--- config.mk ---
export PLATFORM = sky130hd
export DESIGN_NAME = bfdh_ctrl
export DESIGN_NICKNAME = d
export VERILOG_FILES = /design/src/sv/bfdh_pkg.sv /design/src/sv/bfdh_ctrl.sv
export SDC_FILE = /design/constraint.sdc
export NUM_CORES = 1
export LEC_CHECK = 0
export BUFFER_PORTS_ARGS = -buffer_cell sky130_fd_sc_hd__buf_2
export CAP_MARGIN = 20
export CORE_AREA = 3 3 40 42
export CTS_CLUSTER_DIAMETER = 100
export DETAILED_ROUTE_END_ITERATION = 12
export DIE_AREA = 0 0 43 45
export RECOVER_POWER = 100
export SYNTH_ARGS = -nofsm -noshare
export SYNTH_HDL_FRONTEND = slang
export SYNTH_SLANG_ARGS = --single-unit
--- constraint.sdc ---
create_clock -name clk -period 1.6 [get_ports clk]
set_input_delay 0.16 -clock clk [delete_from_list [all_inputs] [get_ports clk]]
set_output_delay 0.16 -clock clk [all_outputs]
set_load 0.01 [all_outputs]
--- src/sv/bfdh_pkg.sv ---
// Shared constants, types and helper functions for the Bloom filter block.
// No dependencies.
package bfdh_pkg;

  localparam int MAX_BYTES   = 4096;
  localparam int ADDR_W      = $clog2(MAX_BYTES);
  localparam int SIZE_W      = 13;
  localparam int PROBE_W     = 6;
  localparam int HASH_W      = 32;
  localparam int MIN_SIZE    = 8;
  localparam int MAX_PROBES  = 32;
  localparam int ROT_RIGHT   = 17;
  localparam int BIT_SEL_W   = 3;
  localparam int RADIX_BITS  = 4;
  localparam int DIV_CYCLES  = HASH_W / RADIX_BITS;
  localparam int DIV_CNT_W   = $clog2(DIV_CYCLES);
  localparam int DATA_W      = 32;
  localparam int PADDR_W     = 3;

  typedef enum logic [0:0] {
    REG_SIZE   = 1'b0,
    REG_PROBES = 1'b1
  } reg_idx_t;

  typedef enum logic [4:0] {
    S_CLEAR = 5'b00001,
    S_IDLE  = 5'b00010,
    S_DIV   = 5'b00100,
    S_READ  = 5'b01000,
    S_TEST  = 5'b10000
  } state_t;

  typedef struct packed {
    logic clr;
    logic load;
    logic div;
    logic rd;
    logic test;
    logic advance;
    logic finish;
    logic match;
  } ctrl_cmd_t;

  typedef struct packed {
    logic clr_last;
    logic div_last;
    logic bit_set;
    logic last_probe;
    logic zero_probes;
    logic is_query;
  } dp_stat_t;

  function automatic logic [SIZE_W-1:0] eff_bytes(input logic [SIZE_W-1:0] sz);
    logic [SIZE_W-1:0] r;
    r = sz;
    if (sz < SIZE_W'(MIN_SIZE)) r = SIZE_W'(MIN_SIZE);
    if (sz > SIZE_W'(MAX_BYTES)) r = SIZE_W'(MAX_BYTES);
    return r;
  endfunction

  function automatic logic [PROBE_W-1:0] eff_probes(input logic [PROBE_W-1:0] p);
    return (p > PROBE_W'(MAX_PROBES)) ? PROBE_W'(MAX_PROBES) : p;
  endfunction

endpackage

--- src/sv/bfdh_ctrl.sv ---
// Controller: sequences clear pass, per-probe divide, read and test steps.
// Depends on bfdh_pkg.
module bfdh_ctrl import bfdh_pkg::*; (
  input  logic      clk,
  input  logic      rst,
  input  logic      start,
  input  logic      req_type,
  input  dp_stat_t  stat,
  output ctrl_cmd_t cmd,
  output logic      busy
);

  state_t state;
  state_t state_next;

  assign busy = (state != S_IDLE);

  always_comb begin
    cmd        = '0;
    state_next = state;
    case (state)
      S_CLEAR: begin
        cmd.clr = 1'b1;
        if (stat.clr_last) state_next = S_IDLE;
      end
      S_IDLE: begin
        if (start) begin
          cmd.load = 1'b1;
          if (stat.zero_probes) begin
            // nothing to probe: a query trivially matches
            cmd.finish = req_type;
            cmd.match  = 1'b1;
          end else begin
            state_next = S_DIV;
          end
        end
      end
      S_DIV: begin
        cmd.div = 1'b1;
        if (stat.div_last) state_next = S_READ;
      end
      S_READ: begin
        cmd.rd     = 1'b1;
        state_next = S_TEST;
      end
      S_TEST: begin
        cmd.test = 1'b1;
        if (stat.is_query && !stat.bit_set) begin
          cmd.finish = 1'b1;
          cmd.match  = 1'b0;
          state_next = S_IDLE;
        end else if (stat.last_probe) begin
          cmd.finish = stat.is_query;
          cmd.match  = 1'b1;
          state_next = S_IDLE;
        end else begin
          cmd.advance = 1'b1;
          state_next  = S_DIV;
        end
      end
      default: begin
        state_next = S_CLEAR;
      end
    endcase
  end

  always_ff @(posedge clk) begin
    if (rst) begin
      state <= S_CLEAR;
    end else begin
      state <= state_next;
    end
  end

endmodule

# == After elaboration in Yosys (flattened, before gate mapping) ==
# Cells that the tools add are included.
# classes
eq_ne,10
mux,20
n_reduce_logical,3
# ops
op,n
5-bit two-way mux,5
5-bit case mux with 5 select lines,1
2-bit two-way mux,5
2-bit != test (second input constant),4
1-bit two-way mux,7
5-bit by 1-bit equality test with 1-bit output (second input constant),1
5-bit by 2-bit equality test with 1-bit output (second input constant),1
5-bit by 3-bit equality test with 1-bit output (second input constant),1
5-bit by 4-bit equality test with 1-bit output (second input constant),1
5-bit equality test (second input constant),1
5-bit by 2-bit != test with 1-bit output (second input constant),1
2-bit case mux with 2 select lines,1
4-bit AND reduction,1
3-bit two-way mux,1
1-bit logical AND,1
1-bit logical NOT,1
# totals
regBits,5
wordCells,34

# == Depth between registers and ports, before layout ==
# logic_depth
ltp_word,4
mapped_depth,6

# == Worst setup path before layout ==
# Ideal clock, no wire load.
# synth_path
kind,reg-to-output
from,register state[3]
to,output port cmd[1] in the netlist's numbering
t_arrival_ps,1169
required_time_ps,1440
setup_slack_ps,271
stages_incl_launch_ff,5
path_buffers,1
path_cell_list,dfxtp_1 > buf_6 > nor4_2 > and3_2 > a32o_2
# synth_lines
item,line_no,text
"start, declared",bfdh_ctrl.sv:13,state_t state;
"start signal, assigned",bfdh_ctrl.sv:71,state <= state_next;
"end, declared",bfdh_ctrl.sv:9,"output ctrl_cmd_t cmd,"

==> flow_metrics.env <==
export IMPL_grt_max_degree=10
export IMPL_drv_slew=0
export IMPL_grt_usage=0.117
export IMPL_antenna_cells=0
export IMPL_regArea_um2=109
export IMPL_fmax_ghz=0.654
export IMPL_endpoint_kind="primary output"
export IMPL_fillers=138
export IMPL_critical_path_startpoint_type="flop"
export IMPL_cp_arrival_ns=1.37
export IMPL_yosysTopAreaCellShare=0.249
export IMPL_drc_errors=0
export IMPL_yosys_area_top_type="dfxtp_1"
export IMPL_path_clk_slew_ns=0.05
export IMPL_synth_common_cells="nor2_1, dfxtp_1, inv_1"
export IMPL_startpoint="state[4]"
export IMPL_top_regs="state x5"
export IMPL_cts_root_buffer="clkbuf_4"
export IMPL_first_pass_iters=4
export IMPL_r2r_start="state[2]"
export IMPL_num_io_pins=19
export IMPL_min_path_type="in2reg"
export IMPL_syn_inst=54
export IMPL_power_density_nw_per_um2=697
export IMPL_multi_input_area_um2=267
export IMPL_grt_setup_unrepaired="true"
export IMPL_wire_per_inst_um=11.7
export IMPL_initial_core_util=0.313
export IMPL_reg2reg_slack_ns=0.21
export IMPL_critPathKind="reg2out"
export IMPL_placed_area_um2=483
export IMPL_dp_cells=84
export IMPL_total_power_uw=386
export IMPL_slew_headroom=0.801
export IMPL_first_iter_violations=16
export IMPL_regMostFlops="state"
export IMPL_ant_nets=0
export IMPL_yosys_cell_count_top_type="nor2_1"
export IMPL_skew_ns=0.00856
export IMPL_avgSynthCellArea_um2=7.44
export IMPL_syn_area_um2=402
export IMPL_cp_max_fo=4
export IMPL_r2r_cells=5
export IMPL_grt_pass1_wl_um=1660
export IMPL_syn_to_final_growth_pct=38.0
export IMPL_routabilityCongestion=0.740
export IMPL_layout_drive_gt1_share=0.453
export IMPL_p_leak_uw=0.000273
export IMPL_synth_cell_types=28
export IMPL_synth_flop_cell="dfxtp_1"
export IMPL_r2r_end="state[1]"
export IMPL_die_w_um=43
export IMPL_synth_seq_cells=5
export IMPL_yosysWarnings=0
export IMPL_overflow=0
export IMPL_grt_pass1_vias=392
export IMPL_yosysSeqAreaShare=0.249
export IMPL_synthArstFlopShare=0
export IMPL_num_rows=13
export IMPL_vias=446
export IMPL_port_buffers=18
export IMPL_hold_viol_final=0
export IMPL_die_y_um=45
export IMPL_ctsHtreeMaxLevel=1
export IMPL_fin_crit_ns=1.53
export IMPL_status="completed"
export IMPL_worstPathRequired_ns=1.44
export IMPL_clkSinkCount=5
export IMPL_clockBufferDepth=2
export IMPL_layout_cells_non_filler=90
export IMPL_cts_buffers=3
export IMPL_worstSkewPairLatency_ns=0.25
export IMPL_post_drt_via_cell_ratio=4.96
export IMPL_largest_register_ffs=5
export IMPL_cts_tree="yes"
export IMPL_design_area_um2=554
export IMPL_post_route_period_util=0.955
export IMPL_wirelength_um=1050
export IMPL_dpl_hpwl_um=802
export IMPL_setup_viol=0
export IMPL_nNetsFinal=86
export IMPL_die_area_um2=1940
export IMPL_hold_slack_ns=0.155
export IMPL_core_area_um2=1280
export IMPL_synth_area_leaders="dfxtp_1, nor2_1, buf_6, and3_1, nor3_1"
export IMPL_crit_path_end="cmd[1]"
export IMPL_worstMarginPinSlew_ns=0.296
export IMPL_cts_hold_buf=0
export IMPL_antenna_found_initial=0
export IMPL_drv_cap=0
export IMPL_peakVddDrop_mv=0.330
export IMPL_synth_edf_count=0
export IMPL_syn_nets=64
## critical path, stage by stage, from the launching register on
cell and delay [ns]:
dfxtp_4 0.36, nor4_4 0.26, and3_4 0.23, a32o_2 0.17
buf_6 0.10
## worst min-delay path by stage
| stage | start | endpoint | slack, ns | cells past startpoint |
|---|---|---|---|---|
| CTS | rst | state[0] | 0.14 | 2 |
| global placement | rst | state[0] | 0.41 | 2 |
| floorplan | rst | state[0] | 0.25 | 1 |
| global route | rst | state[0] | 0.15 | 2 |
| detailed placement | rst | state[0] | 0.39 | 2 |
| finish | rst | state[0] | 0.16 | 2 |
## what timing repair did
item	4_1_cts	5_1_grt
buffers inserted	1	1
pin swaps	1	3
resized for setup	5	5
cloned	0	0
setup endpoints to repair	2	3
## stage by stage
step / util / worst slack, ns / setup TNS, ns
2_1_floorplan: - / 0.271 / 0
3_3_place_gp: 0.376 / 0.214 / 0
3_5_place_dp: 0.376 / 0.184 / 0
4_1_cts: 0.413 / 0.0184 / 0
5_1_grt: 0.431 / -0.0273 / -0.0532
6_report: 0.431 / 0.0715 / 0
## final cells by class
cell class,instances,share of cell area
multi-input cells,41,0.481
flip-flops and latches,5,0.196
repair buffers,21,0.214
well taps,15,0.0339
inverters,4,0.0271
clock buffers,4,0.0474
## placed cells by master (no fill, tap or decap), types with 2 or more instances in the layout
| cell type | synthesis | routed |
|---|---|---|
| and3_1 | 3 | 3 |
| nor3_1 | 3 | 3 |
| clkbuf_4 | 0 | 3 |
| a21oi_1 | 2 | 2 |
| dfxtp_2 | 0 | 4 |
| buf_4 | 1 | 3 |
| o21ai_1 | 2 | 2 |
| inv_1 | 4 | 4 |
| nor4_1 | 2 | 2 |
| nor2_1 | 9 | 9 |
| nor2b_1 | 2 | 2 |
| nand3b_1 | 2 | 2 |
| buf_2 | 1 | 17 |
| nand2_1 | 2 | 2 |
## cell families after synthesis
logic type,count (synthesis),synth area share
flops,5,0.249
compound gates,11,0.196
simple gates,29,0.408
xor+xnor,1,0.0218
buf+inv,8,0.125
## report_power, final
| part | internal, µW | leakage, µW | switching [µW] |
|---|---|---|---|
| combinational | 49.8 | 0.000216 | 42.8 |
| sequential | 130 | 0.0000426 | 12.3 |
| clock | 94.6 | 0.0000150 | 56.5 |
## metal layers
metal	up-vias	routed length (µm)	share of wire	global-route usage
met2	21	452	0.43	0.186
met4	0	0	0	0.0361
met5	-	0	0	0
met1	193	499	0.47	0.137
met3	0	99	0.094	0.0637
li1	232	-	-	-
Note: power is estimated with default switching activity, not from simulation.
